$ cat config.mk
export PLATFORM = sky130hd
export DESIGN_NAME = swm_cell
export DESIGN_NICKNAME = d
export VERILOG_FILES = /design/src/hdl/swm_pkg.sv /design/src/hdl/swm_cell.sv
export SDC_FILE = /design/constraint.sdc
export NUM_CORES = 1
export LEC_CHECK = 0
export BUFFER_PORTS_ARGS = -buffer_cell sky130_fd_sc_hd__buf_2
export CORE_ASPECT_RATIO = 0.7
export CORE_MARGIN = 10
export CORE_UTILIZATION = 55
export DETAILED_ROUTE_END_ITERATION = 12
export PLACE_DENSITY = 0.86
export SETUP_SLACK_MARGIN = 0.05
export SLEW_MARGIN = 20
export SYNTH_ARGS = -nofsm -noshare
export SYNTH_HDL_FRONTEND = slang
export SYNTH_SLANG_ARGS = --single-unit
$ cat constraint.sdc
create_clock -name clk_i -period 8 [get_ports clk_i]
set_input_delay 2 -clock clk_i [delete_from_list [all_inputs] [get_ports clk_i]]
set_output_delay 2 -clock clk_i [all_outputs]
set_load 0.01 [all_outputs]
$ cat src/hdl/swm_pkg.sv
package swm_pkg;

  localparam int unsigned SAMPLE_W    = 16;
  localparam int unsigned CFG_W       = 7;
  localparam int unsigned DEPTH_DEF   = 64;
  localparam int unsigned WIN_RESET   = 64;

  typedef logic signed [SAMPLE_W-1:0] sample_t;

  // min/max pair carried along the reduction chain
  typedef struct packed {
    sample_t mn;
    sample_t mx;
  } ext_t;

  localparam ext_t EXT_IDENT = '{mn: 16'sh7fff, mx: 16'sh8000};

  typedef enum logic [1:0] {
    ST_IDLE,
    ST_SCAN,
    ST_DIV,
    ST_HOLD
  } state_e;

endpackage

$ cat src/hdl/swm_cell.sv
module swm_cell import swm_pkg::*; #(
  parameter int unsigned DEPTH = DEPTH_DEF,
  parameter int unsigned IDX   = 0,
  parameter int unsigned CNT_W = $clog2(DEPTH + 1),
  parameter int unsigned SUM_W = SAMPLE_W + $clog2(DEPTH)
) (
  input  logic                    clk_i,
  input  logic                    rst_ni,
  input  logic                    shift_i,
  input  logic                    flush_i,
  input  logic [CNT_W-1:0]        size_i,
  input  sample_t                 sample_i,
  input  logic                    valid_i,
  output sample_t                 sample_o,
  output logic                    valid_o,
  input  ext_t                    ext_i,
  input  logic signed [SUM_W-1:0] sum_i,
  output ext_t                    ext_o,
  output logic signed [SUM_W-1:0] sum_o
);

  localparam logic [CNT_W-1:0] IdxC = CNT_W'(IDX);

  sample_t                 smp_q;
  logic                    vld_q;
  ext_t                    ext_q, ext_d;
  logic signed [SUM_W-1:0] sum_q, sum_d;

  // sample slot: shifts toward the tail, valid only inside the window
  always_ff @(posedge clk_i or negedge rst_ni) begin
    if (!rst_ni) begin
      vld_q <= 1'b0;
    end else if (flush_i) begin
      vld_q <= 1'b0;
    end else if (shift_i) begin
      vld_q <= valid_i && (IdxC < size_i);
    end
  end

  always_ff @(posedge clk_i) begin
    if (shift_i) begin
      smp_q <= sample_i;
    end
  end

  // reduction wave travels from the tail toward cell 0
  always_comb begin
    ext_d = ext_i;
    sum_d = sum_i;
    if (vld_q) begin
      if (smp_q < ext_i.mn) ext_d.mn = smp_q;
      if (smp_q > ext_i.mx) ext_d.mx = smp_q;
      sum_d = sum_i + SUM_W'(smp_q);
    end
  end

  always_ff @(posedge clk_i) begin
    if (shift_i) begin
      ext_q <= EXT_IDENT;
      sum_q <= '0;
    end else begin
      ext_q <= ext_d;
      sum_q <= sum_d;
    end
  end

  assign sample_o = smp_q;
  assign valid_o  = vld_q;
  assign ext_o    = ext_q;
  assign sum_o    = sum_q;

endmodule

### Word level (Yosys, flattened, before mapping)

Cells that the tools add are included.

| operators by class | value |
|---|---|
| $add $sub $neg | 1 |
| muxes and demuxes | 6 |
| reductions and logical operators | 2 |
| magnitude comparators | 3 |

Operator list:

| operator | count |
|---|---|
| 16-bit 2-to-1 mux | 2 |
| 32-bit 2-to-1 mux | 1 |
| 22-bit by 16-bit adder with 22-bit output | 1 |
| 22-bit 2-to-1 mux | 1 |
| 16-bit > comparator | 1 |
| 16-bit less-than comparator | 1 |
| 1-bit by 7-bit less-than comparator with 1-bit output (first input constant) | 1 |
| 1-bit 2-to-1 mux | 2 |
| 2-bit nonzero test | 1 |
| 1-bit logical AND | 1 |

| word-level totals | value |
|---|---|
| input bits | 82 |
| bits in registers | 71 |
| output and inout bits | 71 |
| word-level logic and storage cells | 17 |

### Longest topological paths before layout

| logic depth | value |
|---|---|
| word-level depth | 4 |
| depth in mapped cells | 9 |
| depth with buffers taken out | 8 |

### Worst setup path after synthesis

No wires, ideal clock.

| path | value |
|---|---|
| kind | input-to-reg |
| from | input ext_i[15] (netlist name) |
| to | register ext_q, in the netlist ext_o[10] |
| path buffers | 1 |
| data required time | 7.928 ns |
| setup time | 0.072 ns |
| arrival | 4.092 ns |
| path slack | 3.836 ns |
| cell stages on the path | 9 |
| path through | inv_1 ha_1 nand4_1 or4_4 a21o_1 o211ai_2 mux2i_2 buf_6 mux2i_1 |

| on the way | value |
|---|---|
| word-level cells in the longest chain between the ends | 3 |

Ends and longest elaborated chain:

| item | line | source |
|---|---|---|
| start: declaration | swm_cell.sv:16 | `input ext_t ext_i,` |
| 16-bit > comparator | swm_cell.sv:52 | `if (smp_q > ext_i.mx) ext_d.mx = smp_q;` |
| 16-bit 2-to-1 mux | swm_cell.sv:52 |  |
| 32-bit 2-to-1 mux | swm_cell.sv:50 | `if (vld_q) begin` |
| end signal: assignment | swm_cell.sv:62 | `ext_q <= ext_d;` |
| end: declaration | swm_cell.sv:26 | `ext_t ext_q, ext_d;` |

Every way passes these cells.
A chain may end at the register's enable or synchronous reset.

### Worst setup path in the final report

| path | value |
|---|---|
| from | input sum_i[0] |
| to | register sum_q[14] (netlist: sum_o[14]) |

| on the way | value |
|---|---|
| word-level cells in the longest chain between the ends | 2 |

Ends and longest elaborated chain:

| item | line | source |
|---|---|---|
| start: declaration | swm_cell.sv:17 | `input logic signed [SUM_W-1:0] sum_i,` |
| 22-bit by 16-bit adder with 22-bit output | swm_cell.sv:53 | `sum_d = sum_i + SUM_W'(smp_q);` |
| 22-bit 2-to-1 mux | swm_cell.sv:50 |  |
| end signal: assignment | swm_cell.sv:63 | `sum_q <= sum_d;` |
| end: declaration | swm_cell.sv:27 | `logic signed [SUM_W-1:0] sum_q, sum_d;` |

Every way passes these cells.

==> flow_summary.json <==
{
  "synth_ff_type": "dfxtp_1",
  "async_reset_ff_share_pct": 1.408,
  "synth.area.top_cells": "dfxtp_1 24%, ha_1 14%, edfxtp_1 11%, mux2i_1 9.2%, nand2_1 5.2%",
  "ioPinCount": 153,
  "h-tree-depth": 3,
  "globalplace.congestion": 0.9489,
  "ff2ff_setup_slack_ps": 5020,
  "synth.distinct_cells": 57,
  "ys_seq_area_share_pct": 34.80,
  "status": "completed",
  "synth_edf_count": 16,
  "grt_usage_pct": 23.08,
  "tns_ps": 0,
  "worstPathCellList": "buf_2 -> ha_1 -> fa_1 -> a211oi_1 -> o21ai_0 -> a21oi_1 -> o31ai_1 -> o21a_1 -> a32o_1",
  "criticalPathCategory": "input pin to flip-flop",
  "netlist_area_mm2": 0.004559,
  "core-area_mm2": 0.007973,
  "r2r-start": "sample_o[15]",
  "finalClockSkew_ps": 4.989,
  "rsz0062_at_grt": "no",
  "drv_cap": 0,
  "diodes": 0,
  "cts_buffers": 9,
  "clk_latency_ps": 330,
  "max_slew_margin_pct": 27.11,
  "min_to": "ext_o[28]",
  "initial_utilization_pct": 57.19,
  "clock-sinks": 71,
  "max_clock_freq_mhz": 250.0,
  "drtAntennaViolNets": 0,
  "ctsLongestPathBuffers": 2,
  "post_cts_resized": 0,
  "min_period_over_period_pct": 50.00,
  "num_vias": 4562,
  "setup_viol": 0,
  "cp_slowest_cell": "fa_1",
  "cts-hold-fix-buffers": 0,
  "portBuffers": 152,
  "die_h_um": 96.18,
  "worst_slack_ps": 4000,
  "drt-initial-drc-count": 354,
  "fp.dieW_um": 128.8,
  "dp_hpwl_mm": 11.12,
  "cp-end-kind": "flip-flop",
  "overflow": 0,
  "drc": 0,
  "ir_drop_uv": 153.7,
  "cellLeakagePower_uw": 0.002718,
  "rr_worst_depth": 8,
  "fp-row-count": 27,
  "critical_path.max_fanout": 3,
  "cts_root_buf": "clkbuf_16",
  "finalCriticalPeriod_ps": 4000,
  "yosysTopAreaCell": "dfxtp_1",
  "postCtsSetupBuffers": 0,
  "synth_area_per_cell_um2": 8.635,
  "required_ps": 8220,
  "grt_pass1_vias": 4649,
  "yosys.area.top_type_share_pct": 23.71,
  "drive_gt1_share_pct": 25.59,
  "nets": 810,
  "worst_hold_slack_ps": 705.6,
  "grt_pass1_wl_mm": 22.94,
  "cp.arrival_ps": 4220,
  "worstMarginPinSlew_ps": 1093,
  "die-area_mm2": 0.01239,
  "fin_area_mm2": 0.005713,
  "areaGrowthSynthToFinish_pct": 25.30,
  "finalMaxSlewViolations": 0,
  "start_kind": "input pin",
  "yosys_warnings": 0,
  "hold_violations": 0,
  "grt_max_degree": 75,
  "postPlaceCellArea_mm2": 0.005399,
  "cts.clk_slew.worst_paths_ps": 60,
  "wl_mm": 14.27,
  "avgRoutedWirePerCell_um": 18.27,
  "antenna_found_initial": 0,
  "hold_path_startpoint": "sample_o[12]",
  "hp-class": "flip-flop to flip-flop",
  "dr.pass1.iters": 5,
  "syn_nets": 663,
  "cts_tree": "yes",
  "netlist_instances": 528,
  "r2r_end": "ext_o[11]",
  "post-place-ws_ps": 3702,
  "viasPerCell": 5.841,
  "p_per_area_mw_per_mm2": 197.2,
  "cp_slowest_stage_delay_ps": 440,
  "hold_depth": 2,
  "ys_ff_latch": 71
}
## logic make-up after synthesis
group                    share of synthesized area, %
AO/OA/AOI/OAI                                   17.04
XOR/XNOR                                        1.729
adder cells (fa/ha/maj)                         14.71
buffers and inverters                           5.269
flip-flops                                      34.80
multiplexers                                    9.522
AND/OR/NAND/NOR                                 16.93
## cell type report
cell class	instances	area (um2)
sequential	71	1587
clock buffer	11	232.7
inverter	41	153.9
clock inverter	5	81.33
timing repair buffer	156	790.8
multi-input combinational	396	2741
fill	616	2260
tap	101	126.4
## placed cells by master (no fill, tap or decap), drive strengths merged, types with 5 or more instances in the layout
master  Yosys  routed
buf         4     156
nand2      63      63
nor2       56      56
dfxtp      54      54
ha         52      52
mux2i      43      43
inv        40      41
a21oi      38      38
o21ai      16      16
edfxtp     16      16
nand3      13      13
nor3       13      13
nand4      13      13
clkbuf     16      11
xnor2       8       8
o21a        6       6
a211oi      6       6
a21o        6       6
o211ai      5       5
## flip-flops by register name (all words and copies together) (netlist names)
name      count
valid_o       1
sum_o        22
sample_o     16
ext_o        32
## worst max-delay path by stage
| stage | start | to | slack, ps |
|---|---|---|---|
| 2_1_floorplan | ext_i[15] | ext_o[10] | 3840 |
| 3_3_place_gp | sum_i[0] | sum_o[14] | 3820 |
| 3_5_place_dp | sum_i[0] | sum_o[14] | 3700 |
| 4_1_cts | sum_i[0] | sum_o[14] | 4030 |
| 5_1_grt | sum_i[0] | sum_o[14] | 3940 |
| 6_report | sum_i[0] | sum_o[14] | 4000 |
## through the flow
stage                     power [uW]  cells  utilization (%)
after CTS                       1130    781            71.66
final                           1127    781            71.66
after detailed placement       702.7    765            67.72
after floorplan                598.2    528                -
after global routing            1179    781            71.66
after global placement         691.8    765            67.72
## routing by layer
layer / up-vias / GRT usage, % / wire length [um]
met1: 2107 / 28.27 / 6138
met4: 0 / 6.321 / 191
met3: 22 / 6.919 / 1462
met2: 239 / 39.00 / 6479
met5: - / 0 / 0
li1: 2194 / - / -
## power breakdown
| group | switching (uW) | total (uW) | internal [uW] |
|---|---|---|---|
| clock network | 153 | 427 | 274 |
| logic | 163 | 280 | 117 |
| registers | 22.5 | 420 | 397 |
| total | 339 | 1130 | 788 |
## Yosys cell counts (8+ instances only)
master,instances
nand2_1,63
nor2_1,56
dfxtp_1,54
ha_1,52
mux2i_1,42
inv_1,40
a21oi_1,38
clkbuf_1,16
edfxtp_1,16
o21ai_0,16
nand3_1,13
nand4_1,13
nor3_1,13
xnor2_1,8
## critical path: cells and delay by family
kind                       cells  cell delay (ps)
AOI/OAI and AO/OA              6             1460
buffers and inverters          1              110
adders and majority gates      2              650
Power figures use the tool's default switching activity.
