--- config.mk ---
export PLATFORM = sky130hd
export DESIGN_NAME = swm_div
export DESIGN_NICKNAME = d
export VERILOG_FILES = /design/src/hdl/swm_pkg.sv /design/src/hdl/swm_div.sv
export SDC_FILE = /design/constraint.sdc
export NUM_CORES = 1
export LEC_CHECK = 0
export ABC_CLOCK_PERIOD_IN_PS = 5400
export BUFFER_PORTS_ARGS = -buffer_cell sky130_fd_sc_hd__buf_2
export CAP_MARGIN = 25
export CORE_AREA = 3 3 93 95
export CTS_CLUSTER_DIAMETER = 200
export DETAILED_ROUTE_END_ITERATION = 10
export DIE_AREA = 0 0 96 98
export PLACE_DENSITY = 0.69
export SYNTH_ARGS = -nofsm -noshare
export SYNTH_HDL_FRONTEND = slang
export SYNTH_SLANG_ARGS = --single-unit
--- constraint.sdc ---
create_clock -name clk_i -period 5.4 [get_ports clk_i]
set_input_delay 0.54 -clock clk_i [delete_from_list [all_inputs] [get_ports clk_i]]
set_output_delay 0.54 -clock clk_i [all_outputs]
set_load 0.01 [all_outputs]
--- src/hdl/swm_pkg.sv ---
package swm_pkg;

  localparam int unsigned SAMPLE_W    = 16;
  localparam int unsigned CFG_W       = 7;
  localparam int unsigned DEPTH_DEF   = 64;
  localparam int unsigned WIN_RESET   = 64;

  typedef logic signed [SAMPLE_W-1:0] sample_t;

  // min/max pair carried along the reduction chain
  typedef struct packed {
    sample_t mn;
    sample_t mx;
  } ext_t;

  localparam ext_t EXT_IDENT = '{mn: 16'sh7fff, mx: 16'sh8000};

  typedef enum logic [1:0] {
    ST_IDLE,
    ST_SCAN,
    ST_DIV,
    ST_HOLD
  } state_e;

endpackage

--- src/hdl/swm_div.sv ---
module swm_div import swm_pkg::*; #(
  parameter int unsigned DEPTH = DEPTH_DEF,
  parameter int unsigned CNT_W = $clog2(DEPTH + 1),
  parameter int unsigned SUM_W = SAMPLE_W + $clog2(DEPTH)
) (
  input  logic                    clk_i,
  input  logic                    rst_ni,
  input  logic                    start_i,
  input  logic signed [SUM_W-1:0] dividend_i,
  input  logic [CNT_W-1:0]        divisor_i,
  output logic                    done_o,
  output sample_t                 quotient_o
);

  localparam int unsigned STEP_W = $clog2(SUM_W + 1);

  logic              busy_q;
  logic              done_q;
  logic [STEP_W-1:0] step_q;
  logic              neg_q;
  logic [CNT_W-1:0]  rem_q;
  logic [SUM_W-1:0]  quo_q;
  logic [CNT_W-1:0]  dvs_q;
  logic [CNT_W:0]    trial;
  logic [SUM_W-1:0]  mag;
  logic [SUM_W-1:0]  res;

  assign mag   = dividend_i[SUM_W-1] ? SUM_W'(-dividend_i) : SUM_W'(dividend_i);
  assign trial = {rem_q, quo_q[SUM_W-1]};

  // restoring divide on magnitudes, one quotient bit per cycle
  always_ff @(posedge clk_i or negedge rst_ni) begin
    if (!rst_ni) begin
      busy_q <= 1'b0;
      done_q <= 1'b0;
      step_q <= '0;
    end else begin
      done_q <= 1'b0;
      if (start_i) begin
        busy_q <= 1'b1;
        step_q <= STEP_W'(SUM_W);
      end else if (busy_q) begin
        step_q <= step_q - 1'b1;
        if (step_q == STEP_W'(1)) begin
          busy_q <= 1'b0;
          done_q <= 1'b1;
        end
      end
    end
  end

  always_ff @(posedge clk_i) begin
    if (start_i) begin
      neg_q <= dividend_i[SUM_W-1];
      rem_q <= '0;
      quo_q <= mag;
      dvs_q <= divisor_i;
    end else if (busy_q) begin
      if (trial >= {1'b0, dvs_q}) begin
        rem_q <= CNT_W'(trial - {1'b0, dvs_q});
        quo_q <= {quo_q[SUM_W-2:0], 1'b1};
      end else begin
        rem_q <= trial[CNT_W-1:0];
        quo_q <= {quo_q[SUM_W-2:0], 1'b0};
      end
    end
  end

  assign res        = neg_q ? (~quo_q + 1'b1) : quo_q;
  assign quotient_o = res[SAMPLE_W-1:0];
  assign done_o     = done_q;

endmodule

**After elaboration in Yosys (flattened, before gate mapping)**

Index checks and enable logic that the tools add are counted.

- $add $sub $neg: 4
- Order comparisons: 1
- Equal/unequal tests: 1
- Multiplexer cells: 14
- Bitwise gates (word level): 1
- Reductions and logical operators: 1

Operators by type and width:

| operator | number |
|---|---|
| 22-bit 2-to-1 mux | 3 |
| 22-bit negator | 1 |
| 16-bit by 1-bit adder with 16-bit output (second input constant) | 1 |
| 16-bit 2-to-1 mux | 1 |
| 16-bit inverter | 1 |
| 5-bit 2-to-1 mux | 2 |
| 8-bit by 7-bit >= comparator with 1-bit output | 1 |
| 1-bit 2-to-1 mux | 7 |
| 7-bit 2-to-1 mux | 1 |
| 7-bit subtractor | 1 |
| 5-bit by 1-bit == test with 1-bit output (second input constant) | 1 |
| 5-bit by 1-bit subtractor with 5-bit output (second input constant) | 1 |
| 2-bit nonzero test | 1 |

- Register bits: 44
- Input port bits: 32
- Output and inout port bits: 17
- Word-level logic and storage cells: 29

**Logic depth before layout (Yosys ltp)**

- Depth in word-level cells: 4
- Gate-level depth with buffers: 9
- Depth with buffers taken out: 7

**Worst setup path after synthesis**

No wires, ideal clock.

- Path kind: input-to-reg
- Start point: input port dividend_i[6]
- End point: register quo_q[17], data pin
- Library setup time: 0.262 ns
- Arrival time: 2.239 ns
- Data required time: 5.138 ns
- Path slack: 2.899 ns
- Stages: 6
- Buffers on the path: 2
- Cell sequence: or4_4 buf_6 or4_1 clkbuf_1 mux2i_1 or2_2

- Word-level cells in the longest chain between the ends: 3

RTL lines:

| what | RTL line | RTL |
|---|---|---|
| start: declaration | swm_div.sv:9 | `input logic signed [SUM_W-1:0] dividend_i,` |
| 22-bit negator | swm_div.sv:28 | `assign mag = dividend_i[SUM_W-1] ? SUM_W'(-dividend_i) : SUM_W'(dividend_i);` |
| 22-bit 2-to-1 mux | swm_div.sv:28 |  |
| 22-bit 2-to-1 mux | swm_div.sv:53 | `if (start_i) begin` |
| end signal: assignment | swm_div.sv:56 | `quo_q <= mag;` |
| end signal: assignment | swm_div.sv:61 | `quo_q <= {quo_q[SUM_W-2:0], 1'b1};` |
| end signal: assignment | swm_div.sv:64 | `quo_q <= {quo_q[SUM_W-2:0], 1'b0};` |
| end: declaration | swm_div.sv:22 | `logic [SUM_W-1:0] quo_q;` |

Every way passes these cells.
A chain may end at the register's enable or synchronous reset.

**Final worst setup path**

- Start point: register quo_q[8]
- End point: output port quotient_o[12]

- Word-level cells in the longest chain between the ends: 3

RTL lines:

| what | RTL line | RTL |
|---|---|---|
| 16-bit inverter | swm_div.sv:69 | `assign res = neg_q ? (~quo_q + 1'b1) : quo_q;` |
| 16-bit by 1-bit adder with 16-bit output | swm_div.sv:69 |  |
| 16-bit 2-to-1 mux | swm_div.sv:69 |  |
| end: declaration | swm_div.sv:12 | `output sample_t quotient_o` |

Every way passes these cells.

==> reports/results.tsv <==
stage	metric	value	unit
pwr	leakagePower	0.00141	uW
clocking	hold_buffers	0	
placed_design	port_buffers	48	
flow_run	drv_cap	0	
finish	insertedDiodeCount	0	
grt	grt_start_max_net_pins	56	
pwr	finalPower	1080	uW
timing	max_slew_margin	35.8	%
worst_setup_path	crit_buf_inv	1	
run_status	status	complete, no violations	
worst_setup_path	max_stage_delay	0.70	ns
clocking	path_clk_slew	0.10	ns
yosys	async_reset_ff_share	15.9	%
detailed_routing	drt_wl_total	7260	um
timing	hold_viol	0	
grt	grt_pass1_wl	12100	um
floorplan	dieArea	9410	sq um
detailed_routing	ant_nets	0	
timing	fmaxAchievable	332	MHz
yosys	ys_types	56	
yosys	synth_seq_cells	44	
worst_setup_path	slowest_stage	or4b_2	
clocking	htreeDepth	2	
floorplan	start_util	39.8	%
yosys	synthMuxAreaShare	1.33	%
clocking	cts.sinks	44	
detailed_routing	drt_first_iter_violations	166	
yosys	seq_area_frac_synth	39.2	%
clocking	cts_tree	done	
detailed_routing	vias	2661	
yosys	ys.flop_type	edfxtp_1	
yosys	yosysTopAreaCellShare	29.0	%
worst_setup_path	path_cells	or3_1 -> or4b_2 -> o31ai_1 -> xnor2_1 -> buf_2	
worst_setup_path	crit_fanout	4	
placed_design	place_hpwl	5260	um
finish	drive_gt1_share	19.3	%
detailed_routing	drt-wirelength-per-cell	15.3	um
worst_setup_path	crit_start	quo_q[8]$_DFFE_PP_	
finish	final_common_cell	buf_2	
grt	first_global_vias	2578	
floorplan	fp.dieH	98	um
floorplan	core	7810	sq um
placed_design	place.gp.congestion	0.797	
worst_setup_path	critPathCaptureType	output port	
finish	fin_nets	416	
timing	rsz0062_at_grt	no	
yosys	yosys-top-cells-area	edfxtp_1, dfrtp_1, xnor2_1	
yosys	synth_area	3100	sq um
clocking	post_cts_buffers	0	
grt	antenna_found_initial	0	
yosys	synth_compound_area_share	17.9	%
clocking	numCtsBuffers	5	
yosys	syn_avg_cell_area	9.21	sq um
finish	areaGrowthSynthToFinish	12.9	%
clocking	clk_latency	0.31	ns
timing	hold_slack	0.0466	ns
worst_setup_path	required	4.86	ns
yosys	synth_top_family_by_area	simple AND/OR/NAND/NOR gates	
timing	tightest_slew	0.958	ns
yosys	synthXorXnorAreaFrac	9.03	%
detailed_routing	vias_per_cell	5.60	
pwr	vdd_drop_max	0.000113	V
yosys	netlist_instances	337	
floorplan	ios	49	
timing	fin_crit_sh	55.8	%
timing	tns	0	ns
worst_hold_path	hp-class	input pin to async pin	
worst_setup_path	path_class	flop to output port	
timing	finalCriticalPeriod	3.01	ns
worst_setup_path	cp_top_family	simple AND/OR/NAND/NOR gates	
yosys	yosys_warnings	0	
detailed_routing	drc	0	
floorplan	rows	32	
finish	final_cell_mix	buf_2, edfxtp_1, nand2_1, nor2_1	
yosys	synth_top_cell_by_area	edfxtp_1	
yosys	synth_nets	381	
timing	drv_slew	0	
timing	fin_skew	0.00826	ns
floorplan	fp.dieW	96	um
worst_setup_path	worstPathArrival	2.47	ns
worst_setup_path	rr_startpoint	rem_q[4]$_SDFFE_PP0P_	
clocking	cts_resized	0	
clocking	clock-root-buffer	clkbuf_8	
pwr	powerDensity	307	nW/um^2
detailed_routing	firstDrtPassIters	5	
yosys	synth-simple-area-share	22.2	%
clocking	cts.path.max_buffers	2	
worst_setup_path	cp-start-kind	flop	
timing	setup_violations	0	
grt	overflow	0	
grt	grt_use_total	15.9	%
yosys	synthAdderAreaFrac	5.08	%
yosys	synth_edf_count	30	
[kinds of logic (layout without fill, tap and decap cells)]
kind of cell / count (synthesis) / after routing
simple gates: 124 / 124
fa+ha+maj: 12 / 12
mux: 4 / 4
compound gates: 80 / 80
buf+inv: 41 / 77
flops: 44 / 44
xor+xnor: 32 / 32
[layer usage]
layer | routed length [um] | track usage (%) | vias up
met5 | 0 | 0 | -
met4 | 87 | 4.49 | 0
met3 | 443 | 2.93 | 8
met2 | 3350 | 25.1 | 83
met1 | 3380 | 22.1 | 1250
li1 | - | - | 1320
[worst paths after layout]
check / to / slack (ns) / cells after the start
worst min-delay path: step_q[4]$_DFFE_PN0P_ / 0.05 / 1
worst max register to register: quo_q[0]$_DFFE_PP_ / 2.87 / 5
min in group clk_i: dvs_q[3]$_DFFE_PP_ / 0.40 / 1
worst max-delay path: quotient_o[12] / 2.39 / 5
max in group asynchronous: step_q[3]$_DFFE_PN0P_ / 5.19 / 1
worst min register to register: rem_q[2]$_SDFFE_PP0P_ / 0.52 / 2
[area by class of cell]
cell class,instances,area (sq um)
fill,773,4300
multi-input combinational,252,1720
inverter,20,75.1
timing repair buffer,49,248
clock inverter,3,47.5
tap,102,128
clock buffer,5,68.8
sequential,44,1220
[synth_stat cells (3+ instances only)]
library cell,number
nor3_1,9
o221ai_1,3
nand2b_1,5
a211oi_1,3
ha_1,11
or3_1,5
edfxtp_1,30
nor2_1,25
o21ai_0,16
nor2b_1,5
nand2_1,25
nand3_1,5
dfxtp_1,7
a41oi_1,4
a21oi_1,17
clkbuf_1,17
o31ai_1,11
xnor2_1,20
mux2i_1,3
inv_1,20
xor2_1,12
o41ai_1,5
dfrtp_1,7
or2_2,7
and3_1,6
or4_1,11
nor3b_1,6
[through the flow]
stage	worst slack, ns	area, sq um	utilization, %	std cells
2_1_floorplan	2.90	3100	-	337
3_3_place_gp	2.77	3390	43.4	467
3_5_place_dp	2.73	3390	43.4	467
4_1_cts	2.37	3510	44.9	475
5_1_grt	2.27	3510	44.9	475
6_report	2.39	3510	44.9	475
[registers in the layout (all words and copies together), names as in the netlist]
signal  cells
dvs_q       7
busy_q      1
quo_q      22
done_o      1
neg_q       1
rem_q       7
step_q      5
[worst register-to-register path, delay by kind of cell (launching register included)]
family | cells | cell delay, ns
compound gates | 2 | 1.00
fa+ha+maj | 1 | 0.37
flops | 1 | 0.34
mux | 1 | 0.12
simple gates | 1 | 0.43
[power breakdown]
part           total (uW)  switching [uW]  internal (uW)
clock                 267             127            140
sequential            459            45.5            413
combinational         351             189            162
Note: power is estimated with default switching activity, not from simulation.
